--- src/fts_pkg.sv ---
// ----------------------------------------------------------------------------
// fts_pkg
// Shared types and constants of the floppy transfer supervisor: event and
// result records, codes and digital output register values.
// ----------------------------------------------------------------------------
`default_nettype none

package fts_pkg;

	// event kinds
	typedef enum logic [2:0] {
		KIND_BEGIN_POSITION  = 3'd0,
		KIND_POSITION_RESULT = 3'd1,
		KIND_BEGIN_TRANSFER  = 3'd2,
		KIND_TRANSFER_RESULT = 3'd3,
		KIND_TICK            = 3'd4
	} kind_t;

	// result actions
	typedef enum logic [2:0] {
		ACT_ACK       = 3'd0,
		ACT_RETRY     = 3'd1,
		ACT_DONE      = 3'd2,
		ACT_EXHAUSTED = 3'd3,
		ACT_WPROT     = 3'd4
	} action_t;

	// motor modes
	typedef enum logic [1:0] {
		MOTOR_OFF  = 2'd0,
		MOTOR_ON   = 2'd1,
		MOTOR_HOLD = 2'd2
	} motor_t;

	// configuration register indexes
	typedef enum logic [2:0] {
		REG_POSITION_RETRY_LIMIT = 3'd0,
		REG_TRANSFER_RETRY_LIMIT = 3'd1,
		REG_MOTOR_HOLD_TIME      = 3'd2,
		REG_TICK_AMOUNT          = 3'd3,
		REG_EXPECTED_SIZE_CODE   = 3'd4
	} reg_index_t;

	localparam int unsigned CFG_DATA_W = 10;

	// digital output register values
	localparam logic [7:0] DOR_MOTOR_ON  = 8'h1c;
	localparam logic [7:0] DOR_MOTOR_OFF = 8'h0c;

	// status bit masks
	localparam logic [7:0] ST0_CLASS     = 8'hc0;
	localparam logic [7:0] ST0_EQUIP     = 8'h08;
	localparam logic [7:0] ST1_END_CYL   = 8'h80;
	localparam logic [7:0] ST1_DATA_ERR  = 8'h20;
	localparam logic [7:0] ST1_OVERRUN   = 8'h10;
	localparam logic [7:0] ST1_NO_DATA   = 8'h04;
	localparam logic [7:0] ST1_WPROT     = 8'h02;
	localparam logic [7:0] ST12_MISS_AM  = 8'h01;
	localparam logic [7:0] ST2_CTRL_MARK = 8'h40;
	localparam logic [7:0] ST2_DATA_CRC  = 8'h20;
	localparam logic [7:0] ST2_WRONG_CYL = 8'h10;
	localparam logic [7:0] ST2_SCAN_NS   = 8'h04;
	localparam logic [7:0] ST2_BAD_CYL   = 8'h02;

	// reset values of the configuration registers
	localparam logic [4:0] RST_POSITION_RETRY_LIMIT = 5'd10;
	localparam logic [4:0] RST_TRANSFER_RETRY_LIMIT = 5'd20;
	localparam logic [9:0] RST_MOTOR_HOLD_TIME      = 10'd300;
	localparam logic [9:0] RST_TICK_AMOUNT          = 10'd50;
	localparam logic [2:0] RST_EXPECTED_SIZE_CODE   = 3'd2;

	localparam logic [4:0] ATTEMPT_MAX = 5'd31;

	// one event item
	typedef struct packed {
		logic [2:0] kind;
		logic [7:0] target_cylinder;
		logic [7:0] status0;
		logic [7:0] status1;
		logic [7:0] status2;
		logic [7:0] reported_cylinder;
		logic [7:0] size_code;
	} item_t;

	// one result item
	typedef struct packed {
		logic [2:0]  action;
		logic        dor_write;
		logic [7:0]  dor_value;
		logic        spin_up_wait;
		logic [1:0]  motor_state;
		logic [4:0]  attempt_count;
		logic [12:0] error_flags;
	} result_t;

endpackage

`default_nettype wire

--- src/floppy_transfer_supervisor.sv ---
// ----------------------------------------------------------------------------
// floppy_transfer_supervisor
// Judges positioning and transfer results, counts retries and runs the
// drive motor on/hold/off sequence, one event item per transfer.
// ----------------------------------------------------------------------------
// results are registered as events leave the input register; throughput: one
// event per cycle unless results stall, set by the single state update stage
// an event is taken while an earlier result still waits in the output register
// reset: motor off, countdown, attempt count and target cleared, registers
// at their defaults; no clearing pass, events are taken right after reset
`default_nettype none

module floppy_transfer_supervisor (
	input  wire logic            clk,
	input  wire logic            arst_n,
	// event channel
	input  wire logic            item_valid,
	output logic                 item_stall,
	input  wire fts_pkg::item_t  item,
	// result channel
	output logic                 result_valid,
	input  wire logic            result_stall,
	output fts_pkg::result_t     result,
	// configuration write channel
	input  wire logic            cfg_valid,
	output logic                 cfg_ready,
	input  wire logic [2:0]      cfg_index,
	input  wire logic [fts_pkg::CFG_DATA_W-1:0] cfg_data
);
	import fts_pkg::*;

	// configuration registers
	logic [4:0] position_retry_limit_q;
	logic [4:0] transfer_retry_limit_q;
	logic [9:0] motor_hold_time_q;
	logic [9:0] tick_amount_q;
	logic [2:0] expected_size_code_q;

	// supervisor state
	motor_t      motor_mode_q, motor_mode_d;
	logic [10:0] hold_countdown_q, hold_countdown_d;
	logic [4:0]  attempts_done_q, attempts_done_d;
	logic [7:0]  stored_target_q, stored_target_d;

	// pipeline registers
	logic    valid_s1;
	item_t   item_s1;
	logic    valid_s2;
	result_t result_s2;
	result_t result_d;
	result_t result_next;

	logic advance;
	logic take;

	// decoded event helpers
	logic [4:0]  attempts_inc;
	logic [12:0] flags;
	logic        release_motor;
	logic        begin_op;
	logic        tick_expire;

	assign cfg_ready    = 1'b1;
	assign advance      = valid_s1 && (!valid_s2 || !result_stall);
	assign item_stall   = valid_s1 && !advance;
	assign take         = item_valid && !item_stall;
	assign result_valid = valid_s2;
	assign result       = result_s2;

	// configuration writes
	always_ff @(posedge clk or negedge arst_n) begin
		if (!arst_n) begin
			position_retry_limit_q <= RST_POSITION_RETRY_LIMIT;
			transfer_retry_limit_q <= RST_TRANSFER_RETRY_LIMIT;
			motor_hold_time_q      <= RST_MOTOR_HOLD_TIME;
			tick_amount_q          <= RST_TICK_AMOUNT;
			expected_size_code_q   <= RST_EXPECTED_SIZE_CODE;
		end else if (cfg_valid && cfg_ready) begin
			unique case (reg_index_t'(cfg_index))
				REG_POSITION_RETRY_LIMIT: position_retry_limit_q <= cfg_data[4:0];
				REG_TRANSFER_RETRY_LIMIT: transfer_retry_limit_q <= cfg_data[4:0];
				REG_MOTOR_HOLD_TIME:      motor_hold_time_q      <= cfg_data;
				REG_TICK_AMOUNT:          tick_amount_q          <= cfg_data;
				REG_EXPECTED_SIZE_CODE:   expected_size_code_q   <= cfg_data[2:0];
				default: ;
			endcase
		end
	end

	// input register
	always_ff @(posedge clk or negedge arst_n) begin
		if (!arst_n) begin
			valid_s1 <= 1'b0;
		end else if (take) begin
			valid_s1 <= 1'b1;
		end else if (advance) begin
			valid_s1 <= 1'b0;
		end
	end

	always_ff @(posedge clk) begin
		if (take) begin
			item_s1 <= item;
		end
	end

	// saturating attempt count and transfer failure flags
	always_comb begin
		attempts_inc = (attempts_done_q < ATTEMPT_MAX) ? attempts_done_q + 5'd1
			: attempts_done_q;
		flags[0]  = |(item_s1.status0 & ST0_CLASS);
		flags[1]  = |(item_s1.status1 & ST1_END_CYL);
		flags[2]  = |(item_s1.status0 & ST0_EQUIP);
		flags[3]  = |(item_s1.status1 & ST1_DATA_ERR);
		flags[4]  = |(item_s1.status1 & ST1_OVERRUN);
		flags[5]  = |(item_s1.status1 & ST1_NO_DATA);
		flags[6]  = |((item_s1.status1 | item_s1.status2) & ST12_MISS_AM);
		flags[7]  = |(item_s1.status2 & ST2_CTRL_MARK);
		flags[8]  = |(item_s1.status2 & ST2_DATA_CRC);
		flags[9]  = |(item_s1.status2 & ST2_WRONG_CYL);
		flags[10] = |(item_s1.status2 & ST2_SCAN_NS);
		flags[11] = |(item_s1.status2 & ST2_BAD_CYL);
		flags[12] = item_s1.size_code != {5'd0, expected_size_code_q};
	end

	// result judgment
	always_comb begin
		result_d      = '0;
		release_motor = 1'b0;
		begin_op      = 1'b0;
		tick_expire   = 1'b0;
		case (item_s1.kind)
			KIND_BEGIN_POSITION, KIND_BEGIN_TRANSFER: begin
				begin_op = 1'b1;
				if (motor_mode_q == MOTOR_OFF) begin
					result_d.dor_write    = 1'b1;
					result_d.dor_value    = DOR_MOTOR_ON;
					result_d.spin_up_wait = 1'b1;
				end
			end
			KIND_POSITION_RESULT: begin
				if (!(|(item_s1.status0 & ST0_CLASS))
					&& item_s1.reported_cylinder == stored_target_q) begin
					result_d.action = ACT_DONE;
					release_motor   = 1'b1;
				end else if (attempts_inc >= position_retry_limit_q) begin
					result_d.action = ACT_EXHAUSTED;
					release_motor   = 1'b1;
				end else begin
					result_d.action = ACT_RETRY;
				end
			end
			KIND_TRANSFER_RESULT: begin
				result_d.error_flags = flags;
				if (|(item_s1.status1 & ST1_WPROT)) begin
					result_d.action = ACT_WPROT;
					release_motor   = 1'b1;
				end else if (flags == '0) begin
					result_d.action = ACT_DONE;
					release_motor   = 1'b1;
				end else if (attempts_inc >= transfer_retry_limit_q) begin
					result_d.action = ACT_EXHAUSTED;
					release_motor   = 1'b1;
				end else begin
					result_d.action = ACT_RETRY;
				end
			end
			KIND_TICK: begin
				if (motor_mode_q == MOTOR_HOLD
					&& hold_countdown_q <= {1'b0, tick_amount_q}) begin
					tick_expire        = 1'b1;
					result_d.dor_write = 1'b1;
					result_d.dor_value = DOR_MOTOR_OFF;
				end
			end
			default: ;
		endcase
	end

	// result fields that follow the state update
	always_comb begin
		result_next               = result_d;
		result_next.motor_state   = motor_mode_d;
		result_next.attempt_count = attempts_done_d;
	end

	// motor next state
	always_comb begin
		motor_mode_d = motor_mode_q;
		if (begin_op) begin
			motor_mode_d = MOTOR_ON;
		end else if (release_motor) begin
			motor_mode_d = MOTOR_HOLD;
		end else if (tick_expire) begin
			motor_mode_d = MOTOR_OFF;
		end
	end

	// countdown, attempt count and target next values
	always_comb begin
		hold_countdown_d = hold_countdown_q;
		attempts_done_d  = attempts_done_q;
		stored_target_d  = stored_target_q;
		case (item_s1.kind)
			KIND_BEGIN_POSITION: begin
				stored_target_d = item_s1.target_cylinder;
				attempts_done_d = '0;
			end
			KIND_BEGIN_TRANSFER: attempts_done_d = '0;
			KIND_POSITION_RESULT, KIND_TRANSFER_RESULT: attempts_done_d = attempts_inc;
			KIND_TICK: begin
				if (tick_expire) begin
					hold_countdown_d = '0;
				end else if (motor_mode_q == MOTOR_HOLD) begin
					hold_countdown_d = hold_countdown_q - {1'b0, tick_amount_q};
				end
			end
			default: ;
		endcase
		if (release_motor) begin
			hold_countdown_d = {1'b0, motor_hold_time_q};
		end
	end

	// state update as an event leaves the input register
	always_ff @(posedge clk or negedge arst_n) begin
		if (!arst_n) begin
			motor_mode_q     <= MOTOR_OFF;
			hold_countdown_q <= '0;
			attempts_done_q  <= '0;
			stored_target_q  <= '0;
		end else if (advance) begin
			motor_mode_q     <= motor_mode_d;
			hold_countdown_q <= hold_countdown_d;
			attempts_done_q  <= attempts_done_d;
			stored_target_q  <= stored_target_d;
		end
	end

	// result register
	always_ff @(posedge clk or negedge arst_n) begin
		if (!arst_n) begin
			valid_s2 <= 1'b0;
		end else if (advance) begin
			valid_s2 <= 1'b1;
		end else if (!result_stall) begin
			valid_s2 <= 1'b0;
		end
	end

	always_ff @(posedge clk) begin
		if (advance) begin
			result_s2 <= result_next;
		end
	end

endmodule

`default_nettype wire

--- config.mk ---
export PLATFORM = sky130hd
export DESIGN_NAME = floppy_transfer_supervisor
export DESIGN_NICKNAME = d
export VERILOG_FILES = /design/src/fts_pkg.sv /design/src/floppy_transfer_supervisor.sv
export SDC_FILE = /design/constraint.sdc
export NUM_CORES = 1
export LEC_CHECK = 0
export BUFFER_PORTS_ARGS = -buffer_cell sky130_fd_sc_hd__buf_2
export CAP_MARGIN = 20
export CORE_ASPECT_RATIO = 1.2
export CORE_UTILIZATION = 30
export DETAILED_ROUTE_END_ITERATION = 10
export PLACE_DENSITY = 0.54
export SYNTH_ARGS = -nofsm -noshare
export SYNTH_HDL_FRONTEND = slang
export SYNTH_SLANG_ARGS = --single-unit
export TNS_END_PERCENT = 5
--- constraint.sdc ---
create_clock -name clk -period 4.1 [get_ports clk]
set_input_delay 0.82 -clock clk [delete_from_list [all_inputs] [get_ports clk]]
set_output_delay 0.82 -clock clk [all_outputs]
set_load 0.01 [all_outputs]
Yosys cells after proc, flatten, opt, wreduce, memory -nomap -nowiden
Cells that the tools add are included.
{"block": "totals", "register_bits": 144, "output_inout_bits": 36}
{"block": "classes", "addsub": 2, "order_cmp": 4, "n_eq_ne": 12, "n_mux": 31, "n_bitwise": 1, "reduce_logical": 28}
{"operator": "2-to-1 mux 11 bit", "count": 4}
{"operator": "one-hot mux 9 bit (2 select lines)", "count": 1}
{"operator": "2-to-1 mux 2 bit", "count": 7}
{"operator": "zero test 13 bit", "count": 1}
{"operator": "equality test 3 x 2 -> 1 bit (second input constant)", "count": 4}
{"operator": "2-to-1 mux 1 bit", "count": 12}
{"operator": "AND reduction 2 bit", "count": 6}
{"operator": "less-or-equal comparator 11 x 10 -> 1 bit", "count": 1}
{"operator": "subtractor 11 x 10 -> 11 bit", "count": 1}
{"operator": "greater-or-equal comparator 5 bit", "count": 2}
{"operator": "2-to-1 mux 10 bit", "count": 1}
{"operator": "one-hot mux 5 bit (2 select lines)", "count": 1}
{"operator": "2-to-1 mux 9 bit", "count": 1}
{"operator": "equality test 8 bit", "count": 1}
{"operator": "!= test 8 x 3 -> 1 bit", "count": 1}
{"operator": "equality test 3 x 1 -> 1 bit (second input constant)", "count": 2}
{"operator": "equality test 3 bit (second input constant)", "count": 2}
{"operator": "zero test 3 bit", "count": 2}
{"operator": "one-hot mux 3 bit (2 select lines)", "count": 1}
{"operator": "OR reduction 2 bit", "count": 3}
{"operator": "adder 5 x 1 -> 5 bit (second input constant)", "count": 1}
{"operator": "logical AND 1 bit", "count": 5}
{"operator": "zero test 1 bit", "count": 5}
{"operator": "< comparator 5 bit (second input constant)", "count": 1}
{"operator": "11 further kinds", "count": 12}

Depth between registers and ports, before layout
{"block": "depth", "ltp_word": 9, "mapped_depth": 13, "depth_no_buf": 11}

Least setup slack after synthesis
Ideal clock, no wire load.
{"block": "synth_path", "kind": "input -> register", "start": "input result_stall", "end": "register hold_countdown_q[9]", "setup_ps": 104, "arrival_time_ps": 2586, "required_ps": 3996, "slack_ps": 1410, "stages": 7, "cell_sequence": "nand2_1 nand2_1 clkinv_1 nand2_1 clkbuf_1 a31oi_1 a221oi_1"}
{"block": "synth_between", "elab_chain_cells": 4}
{"element": "start, declared", "line_no": "floppy_transfer_supervisor.sv:22", "text": "input wire logic result_stall,"}
{"element": "zero test 1 bit"}
{"element": "logical OR 1 bit", "line_no": "floppy_transfer_supervisor.sv:64", "text": "assign advance = valid_s1 && (!valid_s2 || !result_stall);"}
{"element": "logical AND 1 bit", "line_no": "floppy_transfer_supervisor.sv:64"}
{"element": "net advance", "line_no": "floppy_transfer_supervisor.sv:53", "text": "logic advance;"}
{"element": "AND reduction 3 bit (no source line)"}
{"element": "end signal, assigned", "line_no": "floppy_transfer_supervisor.sv:234", "text": "hold_countdown_q <= hold_countdown_d;"}
{"element": "end, declared", "line_no": "floppy_transfer_supervisor.sv:41", "text": "logic [10:0] hold_countdown_q, hold_countdown_d;"}
The timed path passes the listed nets, and every way through them passes these cells.
A chain may end at the register's enable or synchronous reset.

Worst setup path in the final report
{"block": "layout_path", "start": "register attempts_done_q[0]", "end": "register hold_countdown_q[3]"}
{"block": "layout_between", "elab_chain_cells": 9, "elab_cells_between_ends": 15}
{"element": "start, declared", "line_no": "floppy_transfer_supervisor.sv:42", "text": "logic [4:0] attempts_done_q, attempts_done_d;"}
{"element": "start signal, assigned", "line_no": "floppy_transfer_supervisor.sv:235", "text": "attempts_done_q <= attempts_done_d;"}
{"element": "adder 5 x 1 -> 5 bit / < comparator 5 bit (equally long branches)", "line_no": "floppy_transfer_supervisor.sv:109", "text": "attempts_inc = (attempts_done_q < ATTEMPT_MAX) ? attempts_done_q + 5'd1"}
{"element": "2-to-1 mux 5 bit (*)", "line_no": "floppy_transfer_supervisor.sv:109"}
{"element": "greater-or-equal comparator 5 bit", "line_no": "floppy_transfer_supervisor.sv:161", "text": "end else if (attempts_inc >= transfer_retry_limit_q) begin"}
{"element": "2-to-1 mux 1 bit", "line_no": "floppy_transfer_supervisor.sv:161"}
{"element": "2-to-1 mux 1 bit", "line_no": "floppy_transfer_supervisor.sv:158", "text": "end else if (flags == '0) begin"}
{"element": "2-to-1 mux 1 bit", "line_no": "floppy_transfer_supervisor.sv:155", "text": "if (|(item_s1.status1 & ST1_WPROT)) begin"}
{"element": "one-hot mux 1 bit (2 select lines) (*)", "line_no": "floppy_transfer_supervisor.sv:132", "text": "case (item_s1.kind)"}
{"element": "nonzero test 3 bit (no source line) / nonzero test 2 bit (equally long branches)"}
{"element": "AND reduction 3 bit (no source line)"}
Every way passes the cells marked *; elsewhere a longest branch is shown, timed or not.

==> qor.txt <==
Result of the run = finished, final reports clean
Resize count post-CTS = 0
Launch point of the worst path = attempts_done_q[0]
Path type of the worst min-delay path = reg2reg
Most common cell after layout, fill and taps aside = buf_2
Crit path top cell by count = ha_1
Via count of the first global-routing pass = 3965
Buffers from clock root to sink, at most = 2
Global-route usage over all layers = 0.129
Synth-to-Final Area Change = 22.8%
YS warnings = 0
Most frequent cells in the layout = buf_2 (89), edfxtp_1 (68), dfrtp_1 (49)
Startpoint class of the critical path = register
Least setup slack across all paths after layout = 1010 ps
Largest stage delay on the critical path = 550 ps
Cells along the critical path = ha_1 > xnor2_1 > nand2_1 > ha_1 > a21o_1 > a31oi_1 > o21ai_0 > o311ai_2 > a31o_1 > a221oi_1
Yosys reg bits = 129
Wire length of the first global-routing pass = 19600 um
Setup Slack @ Placement = 1030 ps
Cell chosen for the clock root = clkbuf_16
Peak supply drop = 0.327 mV
Post-route worst hold slack = 474 ps
EDFF count, synth = 68
Largest net degree at the start of global routing = 43
Leakage power = 3.11 nW
Worst R2R Setup Slack = 1010 ps
Post-DP HPWL = 8760 um
Final routed DRC violation total = 0
Depth of the CTS H-tree = 4
Cell area power density = 604 nW/um^2
Input/output buffers = 89
Sinks on the clock net = 129
TritonCTS Buffers = 17
Detailed-route wire length per cell = 14.0 um
Setup repair bufs after CTS = 0
Number of top-level pins = 105
Detailed router's first-iteration violation count = 177
Wirelength, routed = 11800 um
Crit. End Element = register
Post-synthesis async set-or-reset flop share = 0.473
Antenna violations before repair = 0
Final count of negative-setup-slack endpoints = 0
Global-route congestion overflow total = 0
Post-route setup TNS = 0 ps
Overall via count from detail_route = 3874
Clock transition time at the flip-flop clock pins of the worst setup and hold paths = 60 ps
Reg2reg start = attempts_done_q[0]
Number of search-and-repair iterations in the first detailed-routing pass = 4
Worst-skew pair later-pin latency = 410 ps
Height of the chip = 155 um
Synthesized instance count = 477
Maximum net fanout on the critical path = 11
Final period utilization = 0.753
Synthesized area per cell = 12.3 sq um
Initial cell density of the core = 0.309
Number of nets still failing antenna checks after routing = 0
Arrival time at the worst endpoint = 3330 ps
Bufs and invs on worst path = 0
Crit Reg-Reg Endpoint = hold_countdown_q[3]
Final setup skew = 6.78 ps
Count of hold buffers inserted by post-cts repair = 0
Fmax = 324 MHz
Top FF cell, synth = edfxtp_1
Share of final-layout standard cells stronger than drive strength 1 = 0.292
Final RePlAce weighted congestion = 0.775
Finished Core Util = 0.380
Worst reg-to-reg path cell count = 10
Full die area = 20200 sq um
Number of distinct library cells after synthesis = 63
Capture point of the worst path = hold_countdown_q[3]
CTS tree = done
Worst path depth = 10
Die boundary width = 130 um
Nets = 664
Core Footprint = 19000 sq um
RSZ-0062 raised after global routing = no
Cell type group with the largest total delay on the critical path = compound AO/OA/AOI/OAI gates
Worst slew slack as a fraction of its limit = 0.340
Worst Path Required = 4350 ps
Count of inserted antenna diode cells = 0
Vias per inst = 4.60
Fin. max-slew vios = 0
Final worst path period need = 3090 ps
WS Path Type = reg2reg
Share of synthesized area occupied by flip-flops and latches = 0.610
Number of max-capacitance violations reported = 0
Hold violation total from the final report = 0
Placement Rows = 55
Least-Margin Pin Slew = 990 ps
Slowest cell on the critical path = a31o_1
Synth Cell Area = 5880 sq um
[state kept, by name (all words and copies together), names as in the netlist]
name,count
item_s1,32
result,26
hold_countdown_q,11
flags,10
motor_hold_time_q,10
tick_amount_q,10
stored_target_q,8
attempts_done_q,5
position_retry_limit_q,5
transfer_retry_limit_q,5
expected_size_code_q,3
motor_mode_q,2
result_valid,1
valid_s1,1
[cell type report]
class	count	area, sq um
Fill cell	1875	11800
Sequential cell	129	3580
Multi-Input combinational cell	283	2010
Timing Repair Buffer	93	475
Clock buffer	19	433
Tap cell	256	320
Clock inverter	13	211
Inverter	49	184
[worst reg2reg max path, cell delays in order, from the launching register on]
cell and delay, ps:
dfrtp_1 440, ha_1 260, xnor2_1 130, nand2_1 130, ha_1 310, a21o_1 160, a31oi_1 160, o21ai_0 190
o311ai_2 440, a31o_1 550, a221oi_1 160
[power by group]
part | switching (mW) | internal, mW
combinational | 0.550 | 0.454
clock | 0.549 | 1.08
sequential | 0.117 | 1.61
[cells in the mapped netlist (all sizes together) (2+ instances only)]
cell / instances / area [sq um]
buf: 10 / 76.3
a211o: 2 / 17.5
xnor2: 10 / 87.6
and2: 3 / 18.8
nand2b: 6 / 37.5
nand4: 3 / 18.8
ha: 21 / 263
nand2: 41 / 154
nor3: 9 / 50.1
conb: 2 / 7.51
o31ai: 2 / 20.0
a221oi: 10 / 93.8
mux2: 25 / 282
and3: 11 / 68.8
nor4: 6 / 52.6
o21a: 3 / 22.5
o22ai: 3 / 18.8
o311a: 2 / 20.0
nor2b: 3 / 18.8
dfrtp: 49 / 1230
o221ai: 2 / 17.5
edfxtp: 68 / 2040
a32o: 3 / 30.0
a22o: 3 / 26.3
or3: 2 / 12.5
clkbuf: 10 / 37.5
xor2: 8 / 70.1
a21o: 3 / 22.5
nand3: 9 / 45.0
or2: 3 / 18.8
a21oi: 18 / 93.8
inv: 48 / 180
nor3b: 3 / 27.5
or4: 2 / 18.8
o21ai: 28 / 140
nor2: 16 / 60.1
a31oi: 3 / 18.8
dfstp: 12 / 315
[metal layers]
layer / vias to the layer above / track usage / share of wire
li1: 1896 / - / -
met1: 1872 / 0.150 / 0.41
met2: 92 / 0.221 / 0.52
met3: 14 / 0.0371 / 0.048
met4: 0 / 0.0493 / 0.016
met5: - / 0 / 0
[logic make-up after synthesis]
group / Yosys count / synth area share
xor gates and xnor gates: 18 / 0.0268
and+or+nand+nor: 122 / 0.110
buffers and inverters: 69 / 0.0507
AOI/OAI and AO/OA: 89 / 0.104
muxes: 26 / 0.0496
adders and majority gates: 22 / 0.0481
DFF: 129 / 0.610
other: 2 / 0.00128
[metrics by stage]
stage / cell area (sq um) / power, mW / instances
after CTS: 7220 / 4.41 / 842
after global routing: 7220 / 4.64 / 842
after global placement: 6580 / 2.73 / 810
final: 7220 / 4.36 / 842
after detailed placement: 6580 / 2.77 / 810
after floorplan: 5890 / 2.50 / 481
[how the worst min path moves through the flow]
stage | slack, ps | cells after the start | endpoint | from
6_report | 470 | 1 | stored_target_q[4] | item_s1[44]
5_1_grt | 500 | 1 | stored_target_q[6] | item_s1[46]
4_1_cts | 480 | 1 | stored_target_q[4] | item_s1[44]
3_5_place_dp | 470 | 1 | stored_target_q[4] | item_s1[44]
3_3_place_gp | 460 | 1 | stored_target_q[6] | item_s1[46]
2_1_floorplan | 450 | 1 | stored_target_q[0] | item_s1[40]
No activity file was read; power rests on OpenSTA's default activity.
